===== config.mk =====
export PLATFORM = sky130hd
export DESIGN_NAME = ble_adv_local_name_extractor_core
export DESIGN_NICKNAME = d
export VERILOG_FILES = /design/src/rtl/core/blane_pkg.sv /design/src/rtl/core/blane_name_mem.sv /design/src/rtl/core/blane_parser.sv /design/src/rtl/core/blane_emitter.sv /design/src/rtl/core/ble_adv_local_name_extractor_core.sv
export VERILOG_INCLUDE_DIRS = /design/src /design/src/rtl/core
export SDC_FILE = /design/constraint.sdc
export NUM_CORES = 1
export LEC_CHECK = 0
export ABC_AREA = 1
export BUFFER_PORTS_ARGS = -buffer_cell sky130_fd_sc_hd__buf_4
export CORE_MARGIN = 3
export CORE_UTILIZATION = 40
export CTS_BUF_LIST = sky130_fd_sc_hd__clkbuf_8 sky130_fd_sc_hd__clkbuf_16
export CTS_CLUSTER_SIZE = 25
export DETAILED_ROUTE_END_ITERATION = 16
export PLACE_DENSITY_LB_ADDON = 0.08
export SETUP_SLACK_MARGIN = 0.4
export SYNTH_ARGS = -nofsm -noshare
export SYNTH_HDL_FRONTEND = slang
export SYNTH_HIERARCHICAL = 1
export SYNTH_SLANG_ARGS = --single-unit

===== constraint.sdc =====
create_clock -name i_clk -period 6.4 [get_ports i_clk]
set_input_delay 0.96 -clock i_clk [delete_from_list [all_inputs] [get_ports i_clk]]
set_output_delay 0.96 -clock i_clk [all_outputs]
set_load 0.01 [all_outputs]

===== src/rtl/core/ble_adv_local_name_extractor_core_defines.svh =====
// assertion macros for the local name extractor rtl
// no dependencies; included by the emitter, which checks its own logic
`ifndef BLE_ADV_LOCAL_NAME_EXTRACTOR_CORE_DEFINES_SVH
`define BLE_ADV_LOCAL_NAME_EXTRACTOR_CORE_DEFINES_SVH

`ifndef SYNTH
// same-cycle implication, disabled while in reset
`define BLN_ASSERT_IMPL(label, clk, rst_n, ante, cons) \
    label: assert property (@(posedge clk) disable iff (!(rst_n)) (ante) |-> (cons)) \
        else $error("assertion failed");
// next-cycle implication, disabled while in reset
`define BLN_ASSERT_NEXT(label, clk, rst_n, ante, cons) \
    label: assert property (@(posedge clk) disable iff (!(rst_n)) (ante) |=> (cons)) \
        else $error("assertion failed");
`else
`define BLN_ASSERT_IMPL(label, clk, rst_n, ante, cons)
`define BLN_ASSERT_NEXT(label, clk, rst_n, ante, cons)
`endif

`endif


===== src/rtl/core/blane_pkg.sv =====
// types and constants for the local name extractor
// used by the parser, emitter and top level
package blane_pkg;

    localparam int NAME_MAX_DEF = 31;

    localparam logic [7:0] AD_TYPE_SHORT_NAME    = 8'd8;
    localparam logic [7:0] AD_TYPE_COMPLETE_NAME = 8'd9;

    typedef struct packed {
        logic [7:0] ad_byte;
        logic       has_byte;
        logic       last_byte;
    } t_bln_in;

    typedef struct packed {
        logic       name_found;
        logic [7:0] name_byte;
        logic       byte_valid;
        logic [4:0] name_length;
        logic       last_result;
    } t_bln_out;

    // handed from parser to emitter at the end of a payload
    typedef struct packed {
        logic       found;
        logic [4:0] len;
        logic       bank;
    } t_bln_emit_req;

endpackage


===== src/rtl/core/blane_name_mem.sv =====
// two-bank name byte store, one write and one registered read port
// depends on nothing but its parameter
module blane_name_mem #(
    parameter int NAME_MAX = 31
) (
    input  logic                            i_clk,
    input  logic                            i_wr_en,
    input  logic [$clog2(2*NAME_MAX)-1:0]   i_wr_addr,
    input  logic [7:0]                      i_wr_data,
    input  logic                            i_rd_en,
    input  logic [$clog2(2*NAME_MAX)-1:0]   i_rd_addr,
    output logic [7:0]                      o_rd_data
);
    localparam int DEPTH = 2 * NAME_MAX;

    logic [7:0] r_mem [DEPTH];
    logic [7:0] r_rd_data;

    always_ff @(posedge i_clk) begin
        if (i_wr_en) begin
            r_mem[i_wr_addr] <= i_wr_data;
        end
    end

    always_ff @(posedge i_clk) begin
        if (i_rd_en) begin
            r_rd_data <= r_mem[i_rd_addr];
        end
    end

    assign o_rd_data = r_rd_data;

endmodule


===== src/rtl/core/blane_parser.sv =====
// length-type-value walker: writes candidate names to the inactive bank
// depends on blane_pkg
module blane_parser #(
    parameter int NAME_MAX = 31
) (
    input  logic                            i_clk,
    input  logic                            i_rst_n,
    input  logic                            i_accept,
    input  blane_pkg::t_bln_in              i_item,
    input  logic [4:0]                      i_max_name_len,
    output logic                            o_start,
    output blane_pkg::t_bln_emit_req        o_req,
    output logic                            o_wr_en,
    output logic [$clog2(2*NAME_MAX)-1:0]   o_wr_addr,
    output logic [7:0]                      o_wr_data
);
    import blane_pkg::*;

    localparam int AW = $clog2(2*NAME_MAX);
    localparam logic [6:0] NM7 = 7'(NAME_MAX);

    typedef enum logic [1:0] {
        PH_LEN   = 2'd0,
        PH_TYPE  = 2'd1,
        PH_VALUE = 2'd2
    } t_phase;

    t_phase     r_phase, n_phase;
    logic [7:0] r_remaining, n_remaining;
    logic       r_segment, n_segment;
    logic [4:0] r_cand_len, n_cand_len;
    logic       r_bank, n_bank;
    logic [4:0] r_commit_len, n_commit_len;
    logic       r_found, n_found;

    logic [4:0] limit;
    logic       seg_new;
    logic [7:0] rem_dec;
    logic [6:0] wr_idx;

    assign limit   = ({2'b00, i_max_name_len} < NM7) ? i_max_name_len : NM7[4:0];
    assign rem_dec = r_remaining - 8'd1;
    assign seg_new = ((i_item.ad_byte == AD_TYPE_SHORT_NAME) ||
                      (i_item.ad_byte == AD_TYPE_COMPLETE_NAME)) && (r_remaining > 8'd1);
    // candidate goes into the bank that is not active
    assign wr_idx  = r_bank ? {2'b00, r_cand_len} : (NM7 + {2'b00, r_cand_len});

    always_comb begin
        n_phase      = r_phase;
        n_remaining  = r_remaining;
        n_segment    = r_segment;
        n_cand_len   = r_cand_len;
        n_bank       = r_bank;
        n_commit_len = r_commit_len;
        n_found      = r_found;
        o_wr_en      = 1'b0;
        o_wr_addr    = wr_idx[AW-1:0];
        o_wr_data    = i_item.ad_byte;

        if (i_accept && i_item.has_byte) begin
            case (r_phase)
                PH_TYPE: begin
                    n_cand_len  = 5'd0;
                    n_remaining = rem_dec;
                    if (rem_dec == 8'd0) begin
                        if (seg_new) begin
                            n_bank       = ~r_bank;
                            n_commit_len = 5'd0;
                            n_found      = 1'b1;
                        end
                        n_segment = 1'b0;
                        n_phase   = PH_LEN;
                    end else begin
                        n_segment = seg_new;
                        n_phase   = PH_VALUE;
                    end
                end
                PH_VALUE: begin
                    if (r_segment && (r_cand_len < limit)) begin
                        o_wr_en    = 1'b1;
                        n_cand_len = r_cand_len + 5'd1;
                    end
                    n_remaining = rem_dec;
                    if (rem_dec == 8'd0) begin
                        if (r_segment) begin
                            n_bank       = ~r_bank;
                            n_commit_len = n_cand_len;
                            n_found      = 1'b1;
                        end
                        n_segment = 1'b0;
                        n_phase   = PH_LEN;
                    end
                end
                default: begin
                    // zero length byte is padding
                    n_phase = PH_LEN;
                    if (i_item.ad_byte != 8'd0) begin
                        n_remaining = i_item.ad_byte;
                        n_phase     = PH_TYPE;
                    end
                end
            endcase
        end

        o_start     = i_accept && i_item.last_byte;
        o_req.found = n_found;
        o_req.len   = n_commit_len;
        o_req.bank  = n_bank;

        // open structure is dropped at payload end
        if (o_start) begin
            n_phase      = PH_LEN;
            n_remaining  = 8'd0;
            n_segment    = 1'b0;
            n_cand_len   = 5'd0;
            n_commit_len = 5'd0;
            n_found      = 1'b0;
        end
    end

    always_ff @(posedge i_clk) begin
        if (!i_rst_n) begin
            r_phase      <= PH_LEN;
            r_remaining  <= 8'd0;
            r_segment    <= 1'b0;
            r_cand_len   <= 5'd0;
            r_bank       <= 1'b0;
            r_commit_len <= 5'd0;
            r_found      <= 1'b0;
        end else begin
            r_phase      <= n_phase;
            r_remaining  <= n_remaining;
            r_segment    <= n_segment;
            r_cand_len   <= n_cand_len;
            r_bank       <= n_bank;
            r_commit_len <= n_commit_len;
            r_found      <= n_found;
        end
    end

endmodule


===== src/rtl/core/blane_emitter.sv =====
// result sequencer: reads the committed name one byte at a time
// depends on blane_pkg and the assertion macro header
`include "ble_adv_local_name_extractor_core_defines.svh"

module blane_emitter #(
    parameter int NAME_MAX = 31
) (
    input  logic                            i_clk,
    input  logic                            i_rst_n,
    input  logic                            i_start,
    input  blane_pkg::t_bln_emit_req        i_req,
    output logic                            o_busy,
    output logic                            o_rd_en,
    output logic [$clog2(2*NAME_MAX)-1:0]   o_rd_addr,
    input  logic [7:0]                      i_rd_data,
    output logic                            o_out_valid,
    input  logic                            i_out_stall,
    output blane_pkg::t_bln_out             o_out_data
);
    import blane_pkg::*;

    localparam int AW = $clog2(2*NAME_MAX);
    localparam logic [6:0] NM7 = 7'(NAME_MAX);

    typedef enum logic [1:0] {
        S_IDLE = 2'd0,
        S_RD   = 2'd1,
        S_LOAD = 2'd2,
        S_HOLD = 2'd3
    } t_state;

    t_state        r_state;
    t_bln_emit_req r_req;
    logic [4:0]    r_idx;
    logic          r_out_valid;
    t_bln_out      r_out;
    logic [6:0]    rd_idx;
    logic [4:0]    idx_inc;

    assign idx_inc   = r_idx + 5'd1;
    assign rd_idx    = r_req.bank ? (NM7 + {2'b00, r_idx}) : {2'b00, r_idx};
    assign o_rd_addr = rd_idx[AW-1:0];
    assign o_rd_en   = (r_state == S_RD);
    assign o_busy    = (r_state != S_IDLE);

    always_ff @(posedge i_clk) begin
        if (!i_rst_n) begin
            r_state     <= S_IDLE;
            r_out_valid <= 1'b0;
            r_idx       <= 5'd0;
        end else begin
            case (r_state)
                S_IDLE: begin
                    if (i_start) begin
                        r_req <= i_req;
                        r_idx <= 5'd0;
                        if (!i_req.found || (i_req.len == 5'd0)) begin
                            r_out.name_found  <= i_req.found;
                            r_out.name_byte   <= 8'd0;
                            r_out.byte_valid  <= 1'b0;
                            r_out.name_length <= 5'd0;
                            r_out.last_result <= 1'b1;
                            r_out_valid       <= 1'b1;
                            r_state           <= S_HOLD;
                        end else begin
                            r_state <= S_RD;
                        end
                    end
                end
                S_RD: begin
                    r_state <= S_LOAD;
                end
                S_LOAD: begin
                    r_out.name_found  <= 1'b1;
                    r_out.name_byte   <= i_rd_data;
                    r_out.byte_valid  <= 1'b1;
                    r_out.name_length <= r_req.len;
                    r_out.last_result <= (idx_inc == r_req.len);
                    r_out_valid       <= 1'b1;
                    r_state           <= S_HOLD;
                end
                S_HOLD: begin
                    if (!i_out_stall) begin
                        r_out_valid <= 1'b0;
                        if (r_out.last_result) begin
                            r_state <= S_IDLE;
                        end else begin
                            r_idx   <= idx_inc;
                            r_state <= S_RD;
                        end
                    end
                end
                default: begin
                    r_state <= S_IDLE;
                end
            endcase
        end
    end

    assign o_out_valid = r_out_valid;
    assign o_out_data  = r_out;

    `BLN_ASSERT_IMPL(a_start_when_idle, i_clk, i_rst_n, i_start, r_state == S_IDLE)
    `BLN_ASSERT_IMPL(a_byte_needs_name, i_clk, i_rst_n, r_out_valid && r_out.byte_valid, r_req.found)
    `BLN_ASSERT_NEXT(a_next_byte_fetch, i_clk, i_rst_n, r_out_valid && !i_out_stall && !r_out.last_result, r_state == S_RD)
    `BLN_ASSERT_IMPL(a_valid_in_hold, i_clk, i_rst_n, r_out_valid, r_state == S_HOLD)

endmodule


===== src/rtl/core/ble_adv_local_name_extractor_core.sv =====
// local name extractor top: parser, two-bank name store, result emitter
// non-final payload items are taken one per cycle when not stalled; the final item
// starts emission; empty result: valid in the cycle after the final item; name:
// each byte goes through store read, load and handshake, which waits out output stall
// input is stalled from the final item until the last result is taken
// synchronous active-low reset clears control state; the name store is not cleared
module ble_adv_local_name_extractor_core #(
    parameter int NAME_MAX = blane_pkg::NAME_MAX_DEF
) (
    input  logic                 i_clk,
    input  logic                 i_rst_n,
    input  logic                 i_in_valid,
    output logic                 o_in_stall,
    input  blane_pkg::t_bln_in   i_in_data,
    output logic                 o_out_valid,
    input  logic                 i_out_stall,
    output blane_pkg::t_bln_out  o_out_data,
    input  logic                 i_cfg_valid,
    output logic                 o_cfg_ready,
    input  logic [4:0]           i_cfg_data
);
    import blane_pkg::*;

    localparam int AW = $clog2(2*NAME_MAX);

    logic          r_max_name_len;
    logic [4:0]    r_max_len;
    logic          accept;
    logic          busy;
    logic          start;
    t_bln_emit_req req;
    logic          wr_en;
    logic [AW-1:0] wr_addr;
    logic [7:0]    wr_data;
    logic          rd_en;
    logic [AW-1:0] rd_addr;
    logic [7:0]    rd_data;

    assign o_cfg_ready = 1'b1;
    assign o_in_stall  = busy;
    assign accept      = i_in_valid && !busy;

    // marks that the register has been written since reset and stores the written limit
    always_ff @(posedge i_clk) begin
        if (!i_rst_n) begin
            r_max_name_len <= 1'b0;
            r_max_len      <= 5'd31;
        end else if (i_cfg_valid && o_cfg_ready) begin
            r_max_name_len <= 1'b1;
            r_max_len      <= i_cfg_data;
        end
    end

    blane_parser #(
        .NAME_MAX (NAME_MAX)
    ) u_parser (
        .i_clk          (i_clk),
        .i_rst_n        (i_rst_n),
        .i_accept       (accept),
        .i_item         (i_in_data),
        .i_max_name_len (r_max_name_len ? r_max_len : 5'd31),
        .o_start        (start),
        .o_req          (req),
        .o_wr_en        (wr_en),
        .o_wr_addr      (wr_addr),
        .o_wr_data      (wr_data)
    );

    blane_name_mem #(
        .NAME_MAX (NAME_MAX)
    ) u_name_mem (
        .i_clk     (i_clk),
        .i_wr_en   (wr_en),
        .i_wr_addr (wr_addr),
        .i_wr_data (wr_data),
        .i_rd_en   (rd_en),
        .i_rd_addr (rd_addr),
        .o_rd_data (rd_data)
    );

    blane_emitter #(
        .NAME_MAX (NAME_MAX)
    ) u_emitter (
        .i_clk       (i_clk),
        .i_rst_n     (i_rst_n),
        .i_start     (start),
        .i_req       (req),
        .o_busy      (busy),
        .o_rd_en     (rd_en),
        .o_rd_addr   (rd_addr),
        .i_rd_data   (rd_data),
        .o_out_valid (o_out_valid),
        .i_out_stall (i_out_stall),
        .o_out_data  (o_out_data)
    );

endmodule

-- After elaboration in Yosys (flattened, before gate mapping)
Memory sizes are Yosys's and may differ from the RTL's. A register that Yosys moved wholly into a read port is not among the register bits.
Index checks and enable logic that the tools add are counted.
- flip-flop bits (word level): 59
- latch bits: 0
- RAM bits: 496
- memory bits (read-only): 0
- input port bits: 20
- logic and storage cells: 127
- memories kept: 1
- $add $sub $neg: 5
- $mul: 0
- divide/modulo/power cells: 0
- $lt $le $gt $ge: 3
- equality and inequality tests: 13
- shift-type cells: 0
- muxes and demuxes: 54
- bitwise gates (word level): 2
- reduce and logical (&&, ||, !) cells: 30
- memory list (name ; depth ; bits a word ; read ports ; clocked after memory_dff ; write ports ; RTL line ; text):
    u_name_mem.r_mem ; 62 ; 8 ; 1 ; 1 ; 1 ; blane_name_mem.sv:16 ; logic [7:0] r_mem [DEPTH];
- operator list (cell ; number):
    $mux W5 ; 11
    $mux W16 ; 2
    $pmux W16 S2 ; 1
    $pmux W5 S2 ; 3
    $mux W1 ; 22
    $eq A8 B4 Y1 const B ; 2
    $mux W8 ; 2
    $add A5 B5 Y6 const A ; 2
    $mux W6 ; 2
    $reduce_and A4 Y1 ; 3
    $add A5 B1 Y5 const B ; 2
    $mux W2 ; 5
    $reduce_bool A2 Y1 ; 5
    $gt A8 B1 Y1 const B ; 1
    $logic_not A8 Y1 ; 1
    $pmux W2 S4 ; 1
    $reduce_and A2 Y1 ; 4
    $reduce_bool A8 Y1 ; 1
    $sub A8 B1 Y8 const B ; 1
    $eq A2 B2 Y1 const B ; 3
    $ne A2 B2 Y1 const B ; 3
    $pmux W1 S2 ; 3
    $reduce_and A3 Y1 ; 2
    $eq A5 B5 Y1 ; 1
    14 further kinds ; 24

-- Logic depth before layout (Yosys ltp)
Gate-level depths: netlist of run 1.
- word-level depth: 15
- mapped depth: 23
- depth with buffers taken out: 23

-- Cells and area by module
The synthesis of run 1 kept the hierarchy.
- by module, submodules not included (module ; times used ; cells each ; area each (um^2)):
    blane_name_mem ; 1 ; 1756 ; 20546.0
    blane_parser ; 1 ; 311 ; 1911.8
    blane_emitter ; 1 ; 168 ; 1490.2
    ble_adv_local_name_extractor_core ; 1 ; 37 ; 250.2

-- Worst setup path before layout of run 1
No wires, ideal clock.
- kind: input -> register
- start: in i_in_valid
- end: reg u_emitter.r_out (netlist bit u_emitter/o_out_data[0]) (enable)
- arrival time: 2992 ps
- setup slack: 3020 ps
- stages: 14
- buffers on the path: 0
- cells stage by stage: inv_1 > nor2_1 > nand2_1 > nor2_2 > clkinv_1 > a21oi_1 > nand2_1 > nand2_1 > inv_1 > nor2_1 > nand3_1 > nand3_1 > nand3_1 > nor2_1
- RTL lines (item ; RTL line ; text):
    from (decl) ; ble_adv_local_name_extractor_core.sv:12 ; input logic i_in_valid,
    to (decl) ; blane_emitter.sv:36 ; t_bln_out r_out;

-- Worst setup path in the final report of run 1
- start: reg u_emitter.r_state[1]
- end: mem u_name_mem.r_mem[48][5] (enable)
- word-level cells in the longest chain between the ends: 7
- RTL lines (item ; RTL line ; text):
    from (decl) ; blane_emitter.sv:32 ; t_state r_state;
    from (signal assigned) ; blane_emitter.sv:48 ; r_state <= S_IDLE;
    from (signal assigned) ; blane_emitter.sv:64 ; r_state <= S_HOLD;
    from (signal assigned) ; blane_emitter.sv:66 ; r_state <= S_RD;
    $reduce_bool A2 Y1 ; blane_emitter.sv:44 ; assign o_busy = (r_state != S_IDLE);
    $logic_not A1 Y1 ; ble_adv_local_name_extractor_core.sv:41 ; assign accept = i_in_valid && !busy;
    $logic_and A1 B1 Y1 ; ble_adv_local_name_extractor_core.sv:41 ;
    named net accept ; ble_adv_local_name_extractor_core.sv:28 ; logic accept;
    $logic_and A1 B1 Y1 ; blane_parser.sv:60 ; if (i_accept && i_item.has_byte) begin
    $mux W1 ; blane_parser.sv:60 ;
    named net wr_en ; ble_adv_local_name_extractor_core.sv:32 ; logic wr_en;
    $mux W1 ; blane_name_mem.sv:20 ; if (i_wr_en) begin
    $mux W1 (implied by the code) ; blane_name_mem.sv:21 ; r_mem[i_wr_addr] <= i_wr_data;
    to (decl) ; blane_name_mem.sv:16 ;
The timed path passes the listed nets, and every way through them passes these cells.

==> results of run 1 <==
## flip-flops by register name, summed over array words and instances, names as in the netlist
signal                 flops
u_parser/r_cand_len        5
u_emitter/r_idx            5
u_emitter/r_state          2
u_name_mem/r_mem         496
u_emitter/o_out_valid      1
u_parser/r_phase           2
u_parser/r_commit_len      5
u_parser/r_segment         1
u_parser/r_bank            1
u_name_mem/o_rd_data       8
r_max_len                  5
u_emitter/o_out_data      16
u_parser/r_found           1
u_emitter/r_req            6
r_max_name_len             1
u_parser/r_remaining       8
## placed cells by master, fill, tap and decap left out, types with 2 or more instances in the layout
cell type,synthesis,routed
bufinv_16,0,11
o21ai_0,27,26
edfxtp_1,526,526
nand3_1,466,466
xor2_1,8,5
a31oi_1,2,2
nor2_4,6,6
nor3_1,8,8
ha_1,16,16
clkbuf_16,0,61
nor4_1,5,5
buf_12,0,2
nand2_2,6,6
nand4_1,17,17
clkinvlp_4,0,3
o21ai_1,3,3
nor2_2,6,6
dfxtp_1,37,37
xor2_4,0,2
inv_6,0,2
a21oi_1,32,32
clkinv_2,0,12
o21ai_4,1,2
nand2_1,753,753
xnor2_1,2,2
clkinv_1,2,14
nor2_1,108,108
inv_2,7,5
nand3b_1,2,2
buf_4,31,58
or2_2,2,2
inv_1,98,108
## through the flow
step / util [%] / instances / area [um^2] / hold WS [ns] / setup WS, ns
3_3_place_gp: 42.1 / 2981 / 25100 / 0.443 / 1.78
6_report: 45.5 / 3091 / 27100 / 0.452 / 1.97
2_1_floorplan: - / 2272 / 24200 / 0.429 / 3.02
5_1_grt: 45.5 / 3091 / 27100 / 0.476 / 1.65
3_5_place_dp: 42.1 / 2981 / 25100 / 0.448 / 1.71
4_1_cts: 45.5 / 3091 / 27100 / 0.458 / 2.00
## power breakdown
| group | switching [mW] | internal (mW) | total (mW) | leakage (nW) |
|---|---|---|---|---|
| clock | 1.42 | 2.16 | 3.57 | 1.03 |
| sequential | 0.0390 | 4.11 | 4.15 | 5.04 |
| combinational | 0.797 | 0.314 | 1.11 | 4.04 |
| total | 2.25 | 6.59 | 8.84 | 10.1 |
## synthesized netlist by cell type (all sizes together)
| cell | instances |
|---|---|
| nor4 | 5 |
| clkbuf | 23 |
| o21a | 1 |
| or2 | 2 |
| inv | 105 |
| edfxtp | 526 |
| xor2 | 8 |
| nor2 | 120 |
| xnor2 | 2 |
| dfxtp | 37 |
| ha | 16 |
| clkinv | 2 |
| nand2 | 759 |
| o31ai | 1 |
| nand3b | 2 |
| a31oi | 2 |
| a21oi | 33 |
| nor3 | 8 |
| o21ai | 32 |
| nand4 | 17 |
| conb | 1 |
| nand3 | 468 |
| buf | 101 |
| o22ai | 1 |
## worst max-delay path, delay by kind of cell (launching register included)
family                     cells  cell delay, ns
adders and majority gates      1            0.25
DFF                            1            0.33
and+or+nand+nor                5            3.27
buffers and inverters          2            0.20
## routing by layer
metal  track usage (%)  vias up
met1              29.0     8073
li1                  -     7794
met2              33.3      399
met5                 0        -
met3              4.09      112
met4              6.05        0
## logic make-up (layout without fill, tap and decap cells)
kind of cell    after synthesis  after routing
compound gates               70             70
flops                       563            563
buf+inv                     231            277
fa+ha+maj                    16             16
other cells                   1              1
xor+xnor                     10             10
simple gates               1381           1381
## worst max-delay path by stage
stage | cells after the start | end | slack [ns]
after floorplan | 14 | u_emitter/o_out_data[0] | 3.02
after global placement | 7 | u_name_mem/r_mem[52][2] | 1.78
after detailed placement | 7 | u_name_mem/r_mem[20][2] | 1.71
after CTS | 8 | u_name_mem/r_mem[52][2] | 2.00
after global routing | 16 | u_emitter/o_out_data[13] | 1.65
final | 8 | u_name_mem/r_mem[48][5] | 1.97
## layout make-up
| cell class | instances | area share, % |
|---|---|---|
| flip-flops and latches | 563 | 61.0 |
| multi-input cells | 1478 | 24.6 |
| clock buffers | 61 | 5.64 |
| well taps | 773 | 3.57 |
| clock inverters | 49 | 1.88 |
| repair buffers | 60 | 1.76 |
| inverters | 107 | 1.51 |
==> out/qor.yml, run 1 <==
fin_crit_ns: 4.43
critPathArrivalTime_ns: 4.67
yosys-top-cells-area: "edfxtp_1 65%, nand2_1 12%, nand3_1 9.6%"
syn_area_per_cell_um2: 10.7
yosysTopAreaCellShare_pct: 65.3
vias: 16400
crit_path_end_kind: "flop"
cts_made_buffers: 60
clockBufferDepth: 3
antennaDiodeCount: 0
hold_buffers: 0
start_util_pct: 40.7
yosysUniqueCellTypes: 36
dieArea_um2: 63500
drive_gt1_share_pct: 7.94
synth_compound_gate_area_share_pct: 1.56
crit_required_ns: 6.64
p_leak_nw: 10.1
htree_levels: 2
drt-wirelength-per-cell_um: 21.4
fin_setup_tns_ns: 0
clock_latency_ns: 0.61
multiInputGateArea_um2: 6670
cts_tree: "yes"
r2r_start: "u_emitter/r_state[1]"
ys_seq_area_share_pct: 68.3
yosys.area.top_type: "edfxtp_1"
finClkSkew_ns: 0.0128
path_clk_slew_ns: 0.06
dr_wl_met3_um: 3710
max_cap_viol_count: 0
cpMostUsedCell: "nor2_1"
grt_pass1_vias: 15900
max_freq_mhz: 226
crit_type: "reg -> reg"
hold_start: "u_emitter/o_out_valid"
synth_top_family_by_area: "simple AND/OR/NAND/NOR gates"
synth_area_um2: 24200
crit_fanout: 10
synthAdderAreaFrac_pct: 0.827
vdd_drop_max_mv: 0.199
hpwlAfterDp_um: 38800
final-setup-viol-count: 0
grt_antenna_before_repair: 1
synth_xor_area_share_pct: 0.362
worstReg2RegEnd: "u_name_mem/r_mem[48][5]"
wl_met1_um: 29700
grt_max_degree: 247
viasPerCell: 5.30
n_fill_cell: 5562
dr.pass1.iters: 5
port_buffers: 37
first_iter_violations: 1245
outcome: "complete, no violations"
rows: 89
synth-seq-cells: 563
worstSetupStartpoint: "u_emitter/r_state[1]"
postRouteAntennaNets: 0
critical_path.cell_chain: "inv_1 -> ha_1 -> inv_2 -> nor2_1 -> nand2_1 -> nor3_1 -> nand4_1 -> nor2_1"
gp_congestion: 0.842
startpoint_type: "flop"
seqCellArea_um2: 16500
top_layer: "met4"
syn-num-nets: 2308
cts-root-buf: "clkbuf_16"
cts_setup_buffers: 0
coreArea_um2: 59500
grt.overflow.total: 0
drv_slew: 0
power.density_nw_per_um2: 326
ys_warn_count: 6
hold_depth: 2
met2WireLength_um: 30800
min_period_over_period_pct: 69.3
grt_pass1_wl_um: 99700
slew_headroom_pct: 17.9
rr_worst_depth: 8
clock-sinks: 563
rsz0062_at_grt: "false"
ff2ff_setup_slack_ns: 1.97
fin_nets: 2306
area_growth_pct: 11.9
hold_path_end: "u_emitter/o_out_valid"
routed_wl_um: 66100
grt_usage_pct: 20.8
yosys.area_share.simple_pct: 24.5
power_mw: 8.84
muxShareOfSynthArea_pct: 0
die_h_um: 252
drc: 0
max_stage_delay_ns: 0.99
fp.dieW_um: 252
hold_viol: 0
ios: 39
cpMaxStageDelayCell: "nand4_1"
worst_slew_pin_slew_ns: 1.23
cts_resized: 0
synthCells: 2272
min_path_type: "reg -> reg"
Note: power is estimated with default switching activity, not from simulation.
==> inputs of run 2 (changes only) <==
- clock period: 6.4 -> 4.1 ns (I/O delays scaled with it)
==> run 2 against run 1 <==
Effect of this change: non-clock buffer count up 27; critical path type unchanged; cell count up 0.91%; die area unchanged; clock skew up 0.0067 ns; final area up 0.45%; via count about the same; fmax up 27%; highest routed layer is now met5; global-route usage down 0.60 points; setup slack worse by 1.4 ns; register-to-register slack worse by 1.4 ns.
==> out/qor.yml, run 2 (synthesis results as in run 1) <==
outcome: "complete, no violations"  # unchanged
grt_max_degree: 145  # was 247
fin_hold_ws_ns: 0.226  # was 0.452 ns
max_freq_mhz: 286  # was 226 MHz
first_iter_violations: 1138  # was 1,245
final_area_um2: 27200  # was 27,100 um^2
clockBufferDepth: 3  # unchanged
clock-sinks: 563  # unchanged
cts-root-buf: "clkbuf_16"  # unchanged
hold_depth: 3  # was 2
ios: 39  # unchanged
drc: 0  # unchanged
port_buffers: 37  # unchanged
slew_headroom_pct: 39.3  # was 17.9%
largest_register: "u_name_mem/r_mem"  # unchanged
critPathArrivalTime_ns: 3.73  # was 4.67 ns
largest_register_ffs: 496  # unchanged
vias: 16400  # about the same
fin_setup_tns_ns: 0  # unchanged
ff2ff_setup_slack_ns: 0.61  # was 1.97 ns
hpwlAfterDp_um: 38100  # was 38,800 um
cts_tree: "yes"  # unchanged
min_path_type: "in -> reg"  # was reg -> reg
fin_nets: 2333  # was 2,306
crit_fanout: 8  # was 10
gr-usage-met2_pct: 33.0  # was 33.3%
grt_usage_pct: 20.2  # was 20.8%
startpoint_type: "flop"  # unchanged
worstReg2RegEnd: "u_name_mem/r_mem[13][2]"  # was u_name_mem/r_mem[48][5]
met1_usage_pct: 28.0  # was 29.0%
postRouteAntennaNets: 0  # unchanged
worst_slew_pin_slew_ns: 0.910  # was 1.23 ns
cts_setup_buffers: 0  # unchanged
drt-wirelength-per-cell_um: 20.6  # was 21.4 um
grt.met3_usage_pct: 3.11  # was 4.09%
power.density_nw_per_um2: 494  # was 326 nW/um^2
min_period_over_period_pct: 85.2  # was 69.3%
fp.dieW_um: 252  # unchanged
hold_viol: 0  # unchanged
dieArea_um2: 63500  # unchanged
coreArea_um2: 59500  # unchanged
crit_path_end_kind: "flop"  # unchanged
rr_worst_depth: 9  # was 8
cts_made_buffers: 60  # unchanged
grt_pass1_wl_um: 97600  # was 99,700 um
vdd_drop_max_mv: 0.358  # was 0.199 mV
drive_gt1_share_pct: 8.87  # was 7.94%
grt_antenna_before_repair: 2  # was 1
grt.overflow.total: 0  # unchanged
clock_latency_ns: 0.61  # about the same
crit_required_ns: 4.34  # was 6.64 ns
top_usage_layer: "met2"  # unchanged
start_util_pct: 40.7  # unchanged
p_leak_nw: 10.2  # was 10.1 nW
fin_cells: 3119  # was 3,091
viasPerCell: 5.25  # was 5.30
crit_type: "reg -> reg"  # unchanged
layout_common_cells: "753 x nand2_1, 526 x edfxtp_1, 466 x nand3_1, 114 x inv_1, 107 x nor2_1"  # was 753 x nand2_1, 526 x edfxtp_1, 466 x nand3_1, 108 x inv_1, 108 x nor2_1
hold_start: "i_cfg_data[0]"  # was u_emitter/o_out_valid
routed_wl_um: 64200  # was 66,100 um
die_h_um: 252  # unchanged
grt_pass1_vias: 16000  # was 15,900
final-setup-viol-count: 0  # unchanged
mostFrequentLayoutCell: "nand2_1"  # unchanged
path_clk_slew_ns: 0.06  # about the same
dp_cells: 3008  # was 2,981
fin_crit_ns: 3.49  # was 4.43 ns
antennaDiodeCount: 0  # unchanged
max_cap_viol_count: 0  # unchanged
htree_levels: 2  # unchanged
area_growth_pct: 12.4  # was 11.9%
hold_path_end: "r_max_len[0]"  # was u_emitter/o_out_valid
gp_congestion: 0.847  # was 0.842
drv_slew: 0  # unchanged
dr.pass1.iters: 5  # unchanged
n_fill_cell: 5635  # was 5,562
rows: 89  # unchanged
r2r_start: "u_emitter/r_state[0]"  # was u_emitter/r_state[1]
rsz0062_at_grt: "true"  # was false
dpl_cell_area_um2: 25300  # was 25,100 um^2
finClkSkew_ns: 0.0195  # was 0.0128 ns
run 2: critical path, cell delays in order, from the launching register on:
cell     delay (ns)
dfxtp_1        0.35
inv_1          0.10
ha_1           0.23
inv_2          0.09
nor2_1         0.27
nand2_1        0.23
nor3_1         0.48
buf_4          0.25
nand2_1        0.39
nor2_1         0.71
run 2: worst max-delay path by stage:
stage | slack, ns | end | startpoint
4_1_cts | 0.58 | u_name_mem/r_mem[13][5] | u_emitter/r_state[0]
2_1_floorplan | 0.97 | u_emitter/o_out_data[0] | u_emitter/r_state[0]
6_report | 0.61 | u_name_mem/r_mem[13][2] | u_emitter/r_state[0]
5_1_grt | 0.37 | u_name_mem/r_mem[61][2] | u_emitter/r_state[0]
3_5_place_dp | 0.61 | u_name_mem/r_mem[13][4] | u_emitter/r_state[0]
3_3_place_gp | 0.78 | u_name_mem/r_mem[5][5] | u_emitter/r_state[0]
run 2: area by class of cell:
class / instances / area, um^2 / share of cell area (%)
flip-flops and latches: 563 / 16500 / 60.8
multi-input cells: 1478 / 6670 / 24.5
clock buffers: 64 / 1570 / 5.76
well taps: 773 / 967 / 3.55
repair buffers: 87 / 728 / 2.68
inverters: 107 / 413 / 1.52
clock inverters: 47 / 328 / 1.20
run 2: metal layers:
metal / routed length (um) / vias to the layer above / part of all wire [%]
li1: - / 7863 / -
met1: 28600 / 8009 / 45
met2: 30500 / 430 / 48
met3: 3620 / 80 / 5.6
met4: 1450 / 2 / 2.3
met5: 13 / - / 0.020
run 2: report_power, final:
| part | switching, mW | internal, mW | total, mW |
|---|---|---|---|
| combinational | 1.21 | 0.509 | 1.72 |
| sequential | 0.0811 | 6.42 | 6.50 |
| clock | 2.18 | 3.04 | 5.22 |
run 2: per-stage QoR:
step                      setup slack (ns)  util (%)  power, mW
after global placement               0.783      42.6       8.35
after detailed placement             0.610      42.6       8.36
after floorplan                      0.971         -       7.74
after global routing                 0.375      45.8       14.0
final                                0.605      45.8       13.4
after CTS                            0.585      45.7       13.6
run 2: repair_timing:
item,4_1_cts,5_1_grt
setup endpoints to repair,0,40
resized for setup,0,2
hold buffers,0,0
==> inputs of run 3 (changes only) <==
- MAX_ROUTING_LAYER: unset -> met4
==> run 3 against run 2 <==
Effect of this change: sequential power about the same; wire length about the same; sequential share of layout area about the same; first-iteration DRC count decreased by 1.2%; flip-flop and latch count unchanged.
==> out/qor.yml, run 3 (synthesis results as in run 1) <==
top_usage_layer: "met2"  # unchanged
grt_usage_pct: 20.8  # was 20.2%
internal_power_mw: 9.97  # about the same
clock_latency_ns: 0.61  # about the same
worst_slew_pin_slew_ns: 0.909  # was 0.910 ns
power_frac_comb_pct: 12.8  # about the same
routed_wl_um: 64100  # was 64,200 um
n_fill_cell: 5635  # unchanged
clock-sinks: 563  # unchanged
dieArea_um2: 63500  # unchanged
multiInputGateArea_um2: 6670  # unchanged
max_stage_delay_ns: 0.70  # was 0.71 ns
viasPerCell: 5.25  # about the same
port_buffers: 37  # unchanged
path_delay_family: "simple AND/OR/NAND/NOR gates"  # unchanged
grt.met3_usage_pct: 3.08  # was 3.11%
fin_hold_ws_ns: 0.225  # was 0.226 ns
critPathArrivalTime_ns: 3.71  # was 3.73 ns
ios: 39  # unchanged
fin_crit_ns: 3.48  # was 3.49 ns
p_leak_nw: 10.2  # unchanged
min_path_type: "in -> reg"  # unchanged
rr_worst_depth: 9  # unchanged
crit_type: "reg -> reg"  # unchanged
grt_pass1_vias: 16000  # about the same
met1_usage_pct: 28.3  # was 28.0%
htree_levels: 2  # unchanged
grt_max_degree: 145  # unchanged
vdd_drop_max_mv: 0.358  # about the same
cts-root-buf: "clkbuf_16"  # unchanged
cpMaxStageDelayCell: "nor2_1"  # unchanged
hold_buffers: 0  # unchanged
power.switching_mw: 3.47  # about the same
gr-usage-met2_pct: 32.8  # was 33.0%
grt.overflow.total: 0  # unchanged
hold_viol: 0  # unchanged
grt_antenna_before_repair: 2  # unchanged
final-setup-viol-count: 0  # unchanged
rsz0062_at_grt: "true"  # unchanged
max_cap_viol_count: 0  # unchanged
crit_fanout: 8  # unchanged
crit_required_ns: 4.33  # was 4.34 ns
cts_tree: "yes"  # unchanged
clockBufferDepth: 3  # unchanged
grt_pass1_wl_um: 97700  # was 97,600 um
p_seq_share_pct: 48.4  # about the same
pwr-share-clk_pct: 38.8  # about the same
area_growth_pct: 12.5  # was 12.4%
layout_common_cells: "753 x nand2_1, 526 x edfxtp_1, 466 x nand3_1, 114 x inv_1, 107 x nor2_1"  # unchanged
outcome: "complete, no violations"  # unchanged
fp.dieW_um: 252  # unchanged
path_clk_slew_ns: 0.06  # about the same
seqCellArea_um2: 16500  # unchanged
largest_register: "u_name_mem/r_mem"  # unchanged
cp_num_buf_inv: 3  # unchanged
largest_register_ffs: 496  # unchanged
finClkSkew_ns: 0.0170  # was 0.0195 ns
cp_num_cells: 9  # unchanged
crit_path_end_kind: "flop"  # unchanged
postRouteAntennaNets: 0  # unchanged
gp_congestion: 0.861  # was 0.847
fin_nets: 2333  # unchanged
fin_setup_tns_ns: 0  # unchanged
coreArea_um2: 59500  # unchanged
sw_frac_of_total_pct: 25.8  # about the same
cts_made_buffers: 60  # unchanged
vias: 16400  # about the same
max_freq_mhz: 288  # was 286 MHz
start_util_pct: 40.7  # unchanged
startpoint_type: "flop"  # unchanged
drc: 0  # unchanged
power.density_nw_per_um2: 494  # about the same
hold_depth: 3  # unchanged
rows: 89  # unchanged
hpwlAfterDp_um: 38100  # unchanged
mostFrequentLayoutCell: "nand2_1"  # unchanged
first_iter_violations: 1124  # was 1,138
drv_slew: 0  # unchanged
critical_path.cell_chain: "inv_1 -> ha_1 -> inv_2 -> nor2_1 -> nand2_1 -> nor3_1 -> buf_4 -> nand2_1 -> nor2_1"  # unchanged
slew_headroom_pct: 39.4  # was 39.3%
drt-wirelength-per-cell_um: 20.6  # about the same
drive_gt1_share_pct: 8.87  # unchanged
min_period_over_period_pct: 84.8  # was 85.2%
die_h_um: 252  # unchanged
dr.pass1.iters: 5  # unchanged
[run 3: final cells by class]
class	instances	area share, %
clock inverter	47	1.20
inverter	107	1.52
sequential	563	60.8
antenna	2	0.0184
clock buffer	64	5.76
multi-input combinational	1478	24.5
timing repair buffer	87	2.68
tap	773	3.55
[run 3: worst paths after layout]
path                                                end  slack (ns)                  start
worst max-delay path            u_name_mem/r_mem[13][0]        0.62   u_emitter/r_state[0]
worst min register to register    u_emitter/o_out_valid        0.45  u_emitter/o_out_valid
worst max register to register  u_name_mem/r_mem[13][0]        0.62   u_emitter/r_state[0]
worst min-delay path                       r_max_len[0]        0.22          i_cfg_data[0]
[run 3: worst min-delay path, delay by kind of cell]
kind | cells | cell delay [ns]
buffers and inverters | 1 | 0.07
and+or+nand+nor | 2 | 0.12
[run 3: power by group through the flow]
stage	Combinational (mW)	Sequential (mW)	Clock, mW
floorplan	1.13	6.61	0
global placement	1.72	6.62	0
detailed placement	1.73	6.63	0
CTS	1.73	6.51	5.36
global route	1.92	6.51	5.58
finish	1.72	6.50	5.21
[run 3: per-stage QoR]
step / worst slack, ns / instances / power [mW] / cell area, um^2 / utilization (%)
global route: 0.375 / 3121 / 14.0 / 27200 / 45.8
finish: 0.624 / 3121 / 13.4 / 27200 / 45.8
detailed placement: 0.610 / 3008 / 8.36 / 25300 / 42.6
floorplan: 0.971 / 2272 / 7.74 / 24200 / -
CTS: 0.585 / 3119 / 13.6 / 27200 / 45.7
global placement: 0.783 / 3008 / 8.35 / 25300 / 42.6
[run 3: layer usage]
metal / vias to the layer above / wire, um
met1: 8051 / 28900
met5: - / 0
li1: 7860 / -
met2: 403 / 30500
met4: 0 / 1460
met3: 85 / 3340
[run 3: what timing repair did]
action / in CTS / in global routing
endpoints found under the setup margin: 0 / 40
resized for setup: 0 / 2
endpoints found under the hold margin: 0 / 0
setup buffers: 0 / 0
